## config.mk

```make
export PLATFORM = sky130hd
export DESIGN_NAME = tcsb_addr
export DESIGN_NICKNAME = d
export VERILOG_FILES = /design/src/rtl/tcsb_pkg.sv /design/src/rtl/tcsb_addr.sv
export SDC_FILE = /design/constraint.sdc
export NUM_CORES = 1
export LEC_CHECK = 0
export BUFFER_PORTS_ARGS = -buffer_cell sky130_fd_sc_hd__buf_2
export CELL_PAD_IN_SITES_DETAIL_PLACEMENT = 0
export CELL_PAD_IN_SITES_GLOBAL_PLACEMENT = 1
export CORE_MARGIN = 1.5
export CORE_UTILIZATION = 41
export DETAILED_ROUTE_END_ITERATION = 6
export GPL_ROUTABILITY_DRIVEN = 0
export MAX_ROUTING_LAYER = met4
export PLACE_DENSITY = 0.95
export SYNTH_ARGS = -nofsm -noshare
export SYNTH_HDL_FRONTEND = slang
export SYNTH_SLANG_ARGS = --single-unit
```

## constraint.sdc

```tcl
create_clock -name vclk -period 8.5
set_input_delay 1.275 -clock vclk [all_inputs]
set_output_delay 1.275 -clock vclk [all_outputs]
set_load 0.02 [all_outputs]
```

## src/rtl/tcsb_pkg.sv

```systemverilog
`default_nettype none
// ----------------------------------------------------------------------------
// tcsb_pkg
// Shared sizes, request codes and character constants for the text console
// scroll buffer.
// ----------------------------------------------------------------------------
package tcsb_pkg;

    localparam int ROWS   = 26;
    localparam int COLS   = 40;
    localparam int CELLS  = ROWS * COLS;

    localparam int ROW_W  = 5;
    localparam int COL_W  = 6;
    localparam int DATA_W = 8;
    localparam int ADDR_W = $clog2(CELLS);

    typedef logic [ROW_W-1:0]  t_row;
    typedef logic [COL_W-1:0]  t_col;
    typedef logic [DATA_W-1:0] t_byte;
    typedef logic [ADDR_W-1:0] t_addr;
    typedef logic [1:0]        t_req;

    localparam t_req REQ_PUT   = 2'd0;
    localparam t_req REQ_CLEAR = 2'd1;
    localparam t_req REQ_READ  = 2'd2;

    localparam t_byte CH_LF    = 8'd10;
    localparam t_byte CH_CR    = 8'd13;
    localparam t_byte CH_SPACE = 8'd32;
    localparam t_byte CH_MAX   = 8'd127;

    localparam t_row LAST_ROW  = t_row'(ROWS - 1);
    localparam t_col FULL_COL  = t_col'(COLS);

endpackage

`default_nettype wire

```

## src/rtl/tcsb_addr.sv

```systemverilog
`default_nettype none
// ----------------------------------------------------------------------------
// tcsb_addr
// Map a logical row and column to a linear cell address over the circular
// row store.
// ----------------------------------------------------------------------------
module tcsb_addr (
    input  wire tcsb_pkg::t_row i_top,
    input  wire tcsb_pkg::t_row i_row,
    input  wire tcsb_pkg::t_col i_col,
    output tcsb_pkg::t_addr     o_addr
);
    import tcsb_pkg::*;

    logic [ROW_W:0] sum;
    logic [ROW_W:0] wrapped;
    t_row           phys;

    always_comb begin
        sum     = {1'b0, i_top} + {1'b0, i_row};
        wrapped = (sum >= (ROW_W+1)'(ROWS)) ? sum - (ROW_W+1)'(ROWS) : sum;
        phys    = wrapped[ROW_W-1:0];
        o_addr  = t_addr'(phys) * t_addr'(COLS) + t_addr'(i_col);
    end

endmodule

`default_nettype wire

```

# Word-level counts from Yosys, hierarchy flattened
# Cells that the tools add are included.
[word_totals]
wordCells = 6
out_inout_bits = 11
ff_bits = 0
[op_classes]
n_mul = 1
n_mux = 1
add_sub_neg = 3
n_lt_le_gt_ge = 1
[op_table]
columns = ["cell", "count"]
rows = [
  ["$add 11x6->11", 1],
  ["$mul 5x3->8 const B", 1],
  ["$add 5x5->6", 1],
  ["$ge 6x5->1 const B", 1],
  ["$mux 5", 1],
  ["$sub 5x5->5 const B", 1],
]

# Longest topological paths before layout
# Gate-level depths: netlist of the first run.
[depth]
ltp_word = 5
ltp_mapped = 19

# Worst setup path after synthesis of the first run
# No wires, ideal clock.
[synth_path]
path_kind = "input port to output port"
startpoint = "input i_top[0]"
endpoint = "output o_addr[9]"
path_stages = 16
t_arrival_ps = 5167
path_buffers = 1
required_ps = 7225
path_slack_ps = 2058
cell_sequence = "ha_1 > fa_1 > a21o_2 > a21oi_2 > xor2_2 > o21ai_0 > xnor2_1 > and2b_2 > nor2_1 > ha_1 > fa_1 > buf_1 > xnor3_1 > a221oi_1 > a31oi_1 > xnor2_1"
[synth_between]
elab_chain_cells = 5
[synth_rtl]
columns = ["item", "line", "text"]
rows = [
  ["start: declaration", "tcsb_addr.sv:8", "input wire tcsb_pkg::t_row i_top,"],
  ["$add 5x5->6 (*)", "tcsb_addr.sv:20", "sum = {1'b0, i_top} + {1'b0, i_row};"],
  ["$sub 5x5->5 or $ge 6x5->1 (tied branches)", "tcsb_addr.sv:21", "wrapped = (sum >= (ROW_W+1)'(ROWS)) ? sum - (ROW_W+1)'(ROWS) : sum;"],
  ["$mux 5 (*)", "tcsb_addr.sv:21", ""],
  ["$mul 5x3->8 (*)", "tcsb_addr.sv:23", "o_addr = t_addr'(phys) * t_addr'(COLS) + t_addr'(i_col);"],
  ["$add 11x6->11 (*)", "tcsb_addr.sv:23", ""],
  ["end: declaration", "tcsb_addr.sv:11", "output tcsb_pkg::t_addr o_addr"],
]
# Every way passes the cells marked *; elsewhere a longest branch is shown, timed or not.

# Worst setup path after layout of the first run
# Ends and elaborated chain as after synthesis.

==> metrics.md, run 1 <==
| Metric | Value |
|---|---|
| Status | finished clean |
| Peak supply drop | 282 uV |
| Global route total overflow | 0 |
| Synthesized area per cell | 8.94 sq um |
| Vias in the first global route | 523 |
| Via-per-instance ratio | 5.35 |
| # port buffers | 21 |
| Cell Pwr Density | 355 mW/mm^2 |
| Detail Placement HPWL | 1.11 mm |
| Hold buffer count at cts | 0 |
| Unrepaired setup endpoints after global routing | no |
| Seq cells | 0 |
| ANT cells | 0 |
| Data required time of the worst path | 7.22 ns |
| Synth cell types | 34 |
| Post-cts sizing count | 0 |
| Antenna Nets Post-Route | 0 |
| Number of placed cells counting well taps | 109 |
| Mapped Nets | 108 |
| Sequential fraction of the synthesis area | 0 |
| Crit-path max FO | 8 |
| Ports | 27 |
| TNS Setup | 0 ns |
| Met1 Use GR | 0.189 |
| Largest net degree at the start of global routing | 9 |
| Clkbuf count | 0 |
| Drt wl/cell | 11.4 um |
| Final Net Count | 127 |
| Initial Util | 0.446 |
| Slew Limit Fails | 0 |
| Drt pass-1 iters | 4 |
| First-pass GRT wire length | 2.08 mm |
| # rows | 14 |
| P&R area growth vs syn | 14.5% |
| Setup bufs post-CTS | 0 |
| Slew headroom | 0.625 |
| CP Launch Type | input port |
| HP Class | input port to output pin |
| M3 GR Usage | 0.0125 |
| Die height | 43.7 um |
| Via count | 583 |
| CP Class | input port to output pin |
| CP delay by family, top | adder cells |
| Layout Cells excl Fill | 109 |
| Fmax | 149 MHz |
| Worst Tran Pin Value | 0.547 ns |
| Minimum clock period | 6.69 ns |
| Final setup viols | 0 |
| DP Worst Slack | 1.78 ns |
| Final Hold Slack | 2.55 ns |
| Critical path data arrival time | 5.42 ns |
| Final Hold Viols | 0 |
| Top Usage Layer GRT | met2 |
| Total core area | 0.00152 sq mm |
| Die area | 0.00191 sq mm |
| Routing usage on met2 | 0.235 |
| Die Wd | 43.7 um |
| Synth warn | 0 |
| FF/Latch Area | 0 sq um |
| Post-Route WL | 1.24 mm |
| Critical path buffer and inverter count | 2 |
| Slowest cell on crit path | fa_1 |
| Most frequent cells in the layout | buf_2, ha_1, xnor2_1, nor2_1 |
| CP endpoint kind | output pin |
| All-Layer GR Usage | 0.138 |
| Initial antenna violation count | 0 |
| DRC errors left | 0 |
| First-iteration detailed-routing DRC count | 12 |
| Final WS setup | 1.81 ns |
| LEAKAGE | 0.389 nW |
| Crit-path cells | buf_2 > ha_1 > fa_1 > a21o_2 > a21oi_2 > xor2_2 > o21ai_0 > xnor2_1 > and2b_2 > nor2_1 > ha_1 > fa_1 > xnor3_1 > a221oi_1 > a31oi_1 > xnor2_1 > buf_2 |
| Max-cap violations | 0 |
| Syn Inst Count | 76 |
| Final period util | 0.788 |
| Most common cell after layout, fill and taps aside | buf_2 |
| Layout cell share with drive strength beyond 1 | 0.312 |
| Crit-path max cell delay | 0.50 ns |
| Mapped cell area | 679 sq um |
==> cell families after synthesis <==
logic type,share of synthesized area
AOI/OAI and AO/OA,0.241
and+or+nand+nor,0.111
buffers and inverters,0.0608
muxes,0.0589
adders and majority gates,0.343
xor gates and xnor gates,0.186
==> cell type report <==
cell class | instances | area (sq um)
multi-input cells | 68 | 638
inverters | 4 | 15.0
well taps | 16 | 20.0
fillers | 158 | 746
repair buffers | 21 | 105
==> worst paths after layout <==
path	end	startpoint	depth (start not counted)	slack (ns)
setup / recovery	o_addr[9]	i_top[0]	17	1.81
hold / removal	o_addr[2]	i_col[2]	0	2.55
==> layer usage <==
metal / share of wire / vias to the layer above
li1: - / 309
met1: 0.45 / 258
met2: 0.48 / 16
met3: 0.065 / 0
met4: 0 / 0
met5: 0 / -
==> synthesized netlist by cell type, drive strengths merged, types with 2 or more instances <==
cell type   n  share of area
xnor2       8           0.10
a21oi       4          0.035
inv         4          0.022
nand2       3          0.017
a221oi      2          0.026
o21ai       3          0.022
ha         13           0.24
a21o        3          0.035
nor2        6          0.033
mux2i       4          0.059
fa          3          0.088
xor2        3          0.050
buf         4          0.039
==> power breakdown <==
| part | internal [mW] | switching, mW | leakage [nW] | total [mW] |
|---|---|---|---|---|
| logic | 0.117 | 0.159 | 0.389 | 0.276 |
| clock network | 0 | 0 | 0 | 0 |
| registers | 0 | 0 | 0 | 0 |
==> per-stage QoR <==
| step | total power [mW] | utilization | area (sq um) |
|---|---|---|---|
| 2_1_floorplan | 0.219 | - | 679 |
| 3_3_place_gp | 0.274 | 0.511 | 778 |
| 3_5_place_dp | 0.278 | 0.511 | 778 |
| 4_1_cts | 0.280 | 0.511 | 778 |
| 5_1_grt | 0.306 | 0.511 | 778 |
| 6_report | 0.276 | 0.511 | 778 |
No activity file was read; power rests on OpenSTA's default activity.
==> inputs of run 2 (changes only) <==
--- a/config.mk
+++ b/config.mk
@@ -9,11 +9,11 @@
 export CELL_PAD_IN_SITES_DETAIL_PLACEMENT = 0
 export CELL_PAD_IN_SITES_GLOBAL_PLACEMENT = 1
 export CORE_MARGIN = 1.5
-export CORE_UTILIZATION = 41
+export CORE_UTILIZATION = 38
 export DETAILED_ROUTE_END_ITERATION = 6
 export GPL_ROUTABILITY_DRIVEN = 0
 export MAX_ROUTING_LAYER = met4
-export PLACE_DENSITY = 0.95
+export PLACE_DENSITY = 0.89
 export SYNTH_ARGS = -nofsm -noshare
 export SYNTH_HDL_FRONTEND = slang
 export SYNTH_SLANG_ARGS = --single-unit
==> constraint.sdc (replaced) <==
create_clock -name vclk -period 6.76
set_input_delay 1.014 -clock vclk [all_inputs]
set_output_delay 1.014 -clock vclk [all_outputs]
set_load 0.02 [all_outputs]
==> run 2 against run 1 <==
Compared with the run above: design area is 1.4% higher; utilization fell by 4.8 points; largest power group unchanged; critical path type unchanged; cell count is 8.3% higher.
==> metrics.md, run 2 (synthesized netlist as in run 1, its figures left out) <==
| Metric | Value |
|---|---|
| Slew headroom | 0.666 |
| ANT cells | 0 |
| Slew Limit Fails | 0 |
| Final period util | 0.912 |
| Crit-path max cell delay | 0.50 ns |
| CP Class | input port to output pin |
| Status | finished clean |
| Clkbuf count | 0 |
| Most frequent cells in the layout | buf_2, ha_1, xnor2_1, nor2_1 |
| Minimum clock period | 6.16 ns |
| Seq cells | 0 |
| Hold buffer count at cts | 0 |
| Largest net degree at the start of global routing | 9 |
| Die height | 45.3 um |
| Via-per-instance ratio | 4.93 |
| Fmax | 162 MHz |
| TNS Setup | 0 ns |
| Initial antenna violation count | 0 |
| Detail Placement HPWL | 1.07 mm |
| # rows | 15 |
| Unrepaired setup endpoints after global routing | no |
| LEAKAGE | 0.389 nW |
| Final setup viols | 0 |
| Global route total overflow | 0 |
| CP Capture Point | o_addr[9] |
| Post-cts sizing count | 0 |
| P&R area growth vs syn | 16.2% |
| WP depth | 17 |
| Most common cell after layout, fill and taps aside | buf_2 |
| DRC errors left | 0 |
| Ports | 27 |
| All-Layer GR Usage | 0.129 |
| Total core area | 0.00171 sq mm |
| FF/Latch Area | 0 sq um |
| Peak supply drop | 316 uV |
| First-iteration detailed-routing DRC count | 5 |
| Antenna Nets Post-Route | 0 |
| Critical path data arrival time | 5.15 ns |
| Data required time of the worst path | 5.75 ns |
| CP endpoint kind | output pin |
| Layout cell share with drive strength beyond 1 | 0.312 |
| Critical path buffer and inverter count | 2 |
| Vias in the first global route | 523 |
| Slowest cell on crit path | fa_1 |
| Post-Route WL | 1.19 mm |
| Die area | 0.00205 sq mm |
| First-pass GRT wire length | 2.07 mm |
| Drt wl/cell | 10.1 um |
| Die Wd | 45.3 um |
| Cell Pwr Density | 440 mW/mm^2 |
| Drt pass-1 iters | 4 |
| Final Hold Viols | 0 |
| CP Launch Point | i_top[0] |
| Initial Util | 0.398 |
| HP Class | input port to output pin |
| Max-cap violations | 0 |
| Crit-path max FO | 8 |
| # fillers | 180 |
| CP delay by family, top | adder cells |
| CP Launch Type | input port |
| Final Net Count | 127 |
| Via count | 582 |
| Crit-path cells | buf_2 > ha_1 > fa_1 > a21o_2 > a21oi_2 > xor2_2 > o21ai_0 > xnor2_1 > and2b_2 > nor2_1 > ha_1 > fa_1 > xnor3_1 > a221oi_1 > a31oi_1 > xnor2_1 > buf_2 |
| Final Hold Slack | 2.03 ns |
| Setup bufs post-CTS | 0 |
| Worst Tran Pin Value | 0.487 ns |
| # port buffers | 21 |
| Final Util | 0.462 |
-- run 2: per-stage QoR --
| stage | worst slack (ns) | power (mW) | cells | area (sq um) |
|---|---|---|---|---|
| 2_1_floorplan | 0.840 | 0.275 | 76 | 679 |
| 3_3_place_gp | 0.623 | 0.345 | 118 | 790 |
| 3_5_place_dp | 0.593 | 0.348 | 118 | 790 |
| 4_1_cts | 0.578 | 0.351 | 118 | 790 |
| 5_1_grt | 0.255 | 0.385 | 118 | 790 |
| 6_report | 0.596 | 0.347 | 118 | 790 |
-- run 2: area by class of cell --
| class | instances | area [sq um] | area share |
|---|---|---|---|
| Multi-Input combinational cell | 68 | 638 | 0.808 |
| Timing Repair Buffer | 21 | 105 | 0.133 |
| Inverter | 4 | 15.0 | 0.0190 |
| Tap cell | 25 | 31.3 | 0.0396 |
-- run 2: report_power, final --
| part | internal (mW) | switching [mW] |
|---|---|---|
| logic | 0.147 | 0.201 |
| clock network | 0 | 0 |
| registers | 0 | 0 |
-- run 2: worst min-delay path by stage --
stage,startpoint,cells after the start,slack [ns],end
final,i_col[1],0,2.03,o_addr[1]
after global routing,i_col[2],0,2.03,o_addr[2]
after CTS,i_col[1],0,2.03,o_addr[1]
after detailed placement,i_col[1],0,2.03,o_addr[1]
after global placement,i_col[1],0,2.03,o_addr[1]
after floorplan,i_col[0],1,2.14,o_addr[0]
-- run 2: routing by layer --
layer	share of wire	wire (um)	GRT usage	vias to the layer above
met1	0.50	589	0.179	261
met5	0	0	-	-
met3	0.025	30	0	0
met2	0.48	568	0.223	11
met4	0	0	0.00588	0
li1	-	-	-	310
==> inputs of run 3 (changes only) <==
--- a/config.mk
+++ b/config.mk
@@ -8,7 +8,7 @@
 export BUFFER_PORTS_ARGS = -buffer_cell sky130_fd_sc_hd__buf_2
 export CELL_PAD_IN_SITES_DETAIL_PLACEMENT = 0
 export CELL_PAD_IN_SITES_GLOBAL_PLACEMENT = 1
-export CORE_MARGIN = 1.5
+export CORE_MARGIN = 3
 export CORE_UTILIZATION = 38
 export DETAILED_ROUTE_END_ITERATION = 6
 export GPL_ROUTABILITY_DRIVEN = 0
==> run 3 against run 2 <==
Compared with the run above: global-route usage is 0.44 points higher; cell count decreased by 0.85%; sequential cell count unchanged; design area down 0.16%; worst setup slack worse by 0.046 ns; non-clock buffer count did not move; sequential share of layout area unchanged; die area up 14%; largest power group unchanged.
==> metrics.md, run 3 (synthesized netlist as in run 1, its figures left out) <==
| Metric | Value |
|---|---|
| Switching Fraction | 0.579 |
| # port buffers | 21 |
| Largest net degree at the start of global routing | 9 |
| Final Power | 0.349 mW |
| Hold buffer count at cts | 0 |
| Fmax | 161 MHz |
| Internal power | 0.147 mW |
| Final Hold Viols | 0 |
| Most frequent cells in the layout | buf_2, ha_1, xnor2_1, nor2_1 |
| HP Class | input port to output pin |
| CP Class | input port to output pin |
| Crit-path cells | buf_2 > ha_1 > fa_1 > a21o_2 > a21oi_2 > xor2_2 > o21ai_0 > xnor2_1 > and2b_2 > nor2_1 > ha_1 > fa_1 > xnor3_1 > a221oi_1 > a31oi_1 > xnor2_1 > buf_2 |
| # fillers | 160 |
| Final setup viols | 0 |
| TNS Setup | 0 ns |
| Initial antenna violation count | 0 |
| Setup bufs post-CTS | 0 |
| Detail Placement HPWL | 1.18 mm |
| Via-per-instance ratio | 5.05 |
| Cell Pwr Density | 443 mW/mm^2 |
| Hold path startpoint | i_col[0] |
| Clk network pwr share | 0 |
| Layout cell share with drive strength beyond 1 | 0.312 |
| Final Net Count | 127 |
| Antenna Nets Post-Route | 0 |
| Die Wd | 48.3 um |
| Clkbuf count | 0 |
| CP endpoint kind | output pin |
| Cell area after layout | 788 sq um |
| LEAKAGE | 0.389 nW |
| Crit-path max cell delay | 0.51 ns |
| Most common cell after layout, fill and taps aside | buf_2 |
| Final period util | 0.919 |
| Post-cts sizing count | 0 |
| Status | finished clean |
| FF/Latch Area | 0 sq um |
| Worst Tran Pin Value | 0.553 ns |
| CP Launch Point | i_top[0] |
| Drt wl/cell | 11.4 um |
| Number of placed cells counting well taps | 117 |
| Die area | 0.00233 sq mm |
| Slew Limit Fails | 0 |
| Comb pwr share | 1.000 |
| Drt pass-1 iters | 2 |
| ANT cells | 0 |
| Placed inst area | 788 sq um |
| DRC errors left | 0 |
| Vias in the first global route | 571 |
| Initial Util | 0.426 |
| Via count | 591 |
| Unrepaired setup endpoints after global routing | no |
| Critical path data arrival time | 5.20 ns |
| Slowest cell on crit path | fa_1 |
| P_sw | 0.202 mW |
| Layout Cells excl Fill | 117 |
| CP Launch Type | input port |
| Hold path depth | 0 |
| Sequential fraction of design power | 0 |
| # rows | 14 |
| First-pass GRT wire length | 2.30 mm |
| Global route total overflow | 0 |
| Total core area | 0.00159 sq mm |
| Crit-path max FO | 8 |
| Data required time of the worst path | 5.75 ns |
| P&R area growth vs syn | 16.0% |
| Post-Route WL | 1.33 mm |
| Seq cells | 0 |
| Max-cap violations | 0 |
| Die height | 48.3 um |
| Ports | 27 |
| Multi-input gate area | 638 sq um |
| Minimum clock period | 6.21 ns |
| Slew headroom | 0.621 |
| Peak supply drop | 315 uV |
| First-iteration detailed-routing DRC count | 1 |
| All-Layer GR Usage | 0.134 |
run 3: per-layer routing:
metal  share of wire  vias up  global-route usage
met5               0        -                   -
met4               0        0                   0
met3           0.041        0             0.00369
met2            0.49       16               0.260
met1            0.47      263               0.159
li1                -      312                   -
run 3: stage by stage:
stage                     setup slack, ns  hold WS [ns]  utilization
after floorplan                     0.840          2.14            -
after global placement              0.635          2.03        0.495
after detailed placement            0.549          2.03        0.495
after CTS                           0.521          2.03        0.495
after global routing                0.238          2.03        0.495
final                               0.550          2.03        0.495
run 3: power groups by stage:
stage	clock, mW	combinational, mW	sequential [mW]
finish	0	0.349	0
CTS	0	0.353	0
detailed placement	0	0.352	0
floorplan	0	0.275	0
global route	0	0.389	0
global placement	0	0.346	0
run 3: layout make-up:
| cell class | count | area share |
|---|---|---|
| inverters | 4 | 0.0190 |
| well taps | 24 | 0.0381 |
| repair buffers | 21 | 0.133 |
| multi-input cells | 68 | 0.810 |
run 3: worst paths after layout:
kind,to
setup / recovery,o_addr[9]
hold / removal,o_addr[0]
run 3: critical path: cells and delay by family:
kind | cells | cell delay [ns]
and+or+nand+nor | 2 | 0.31
adders and majority gates | 4 | 1.35
buffers and inverters | 2 | 0.28
AOI/OAI and AO/OA | 5 | 0.98
xor gates and xnor gates | 4 | 1.26
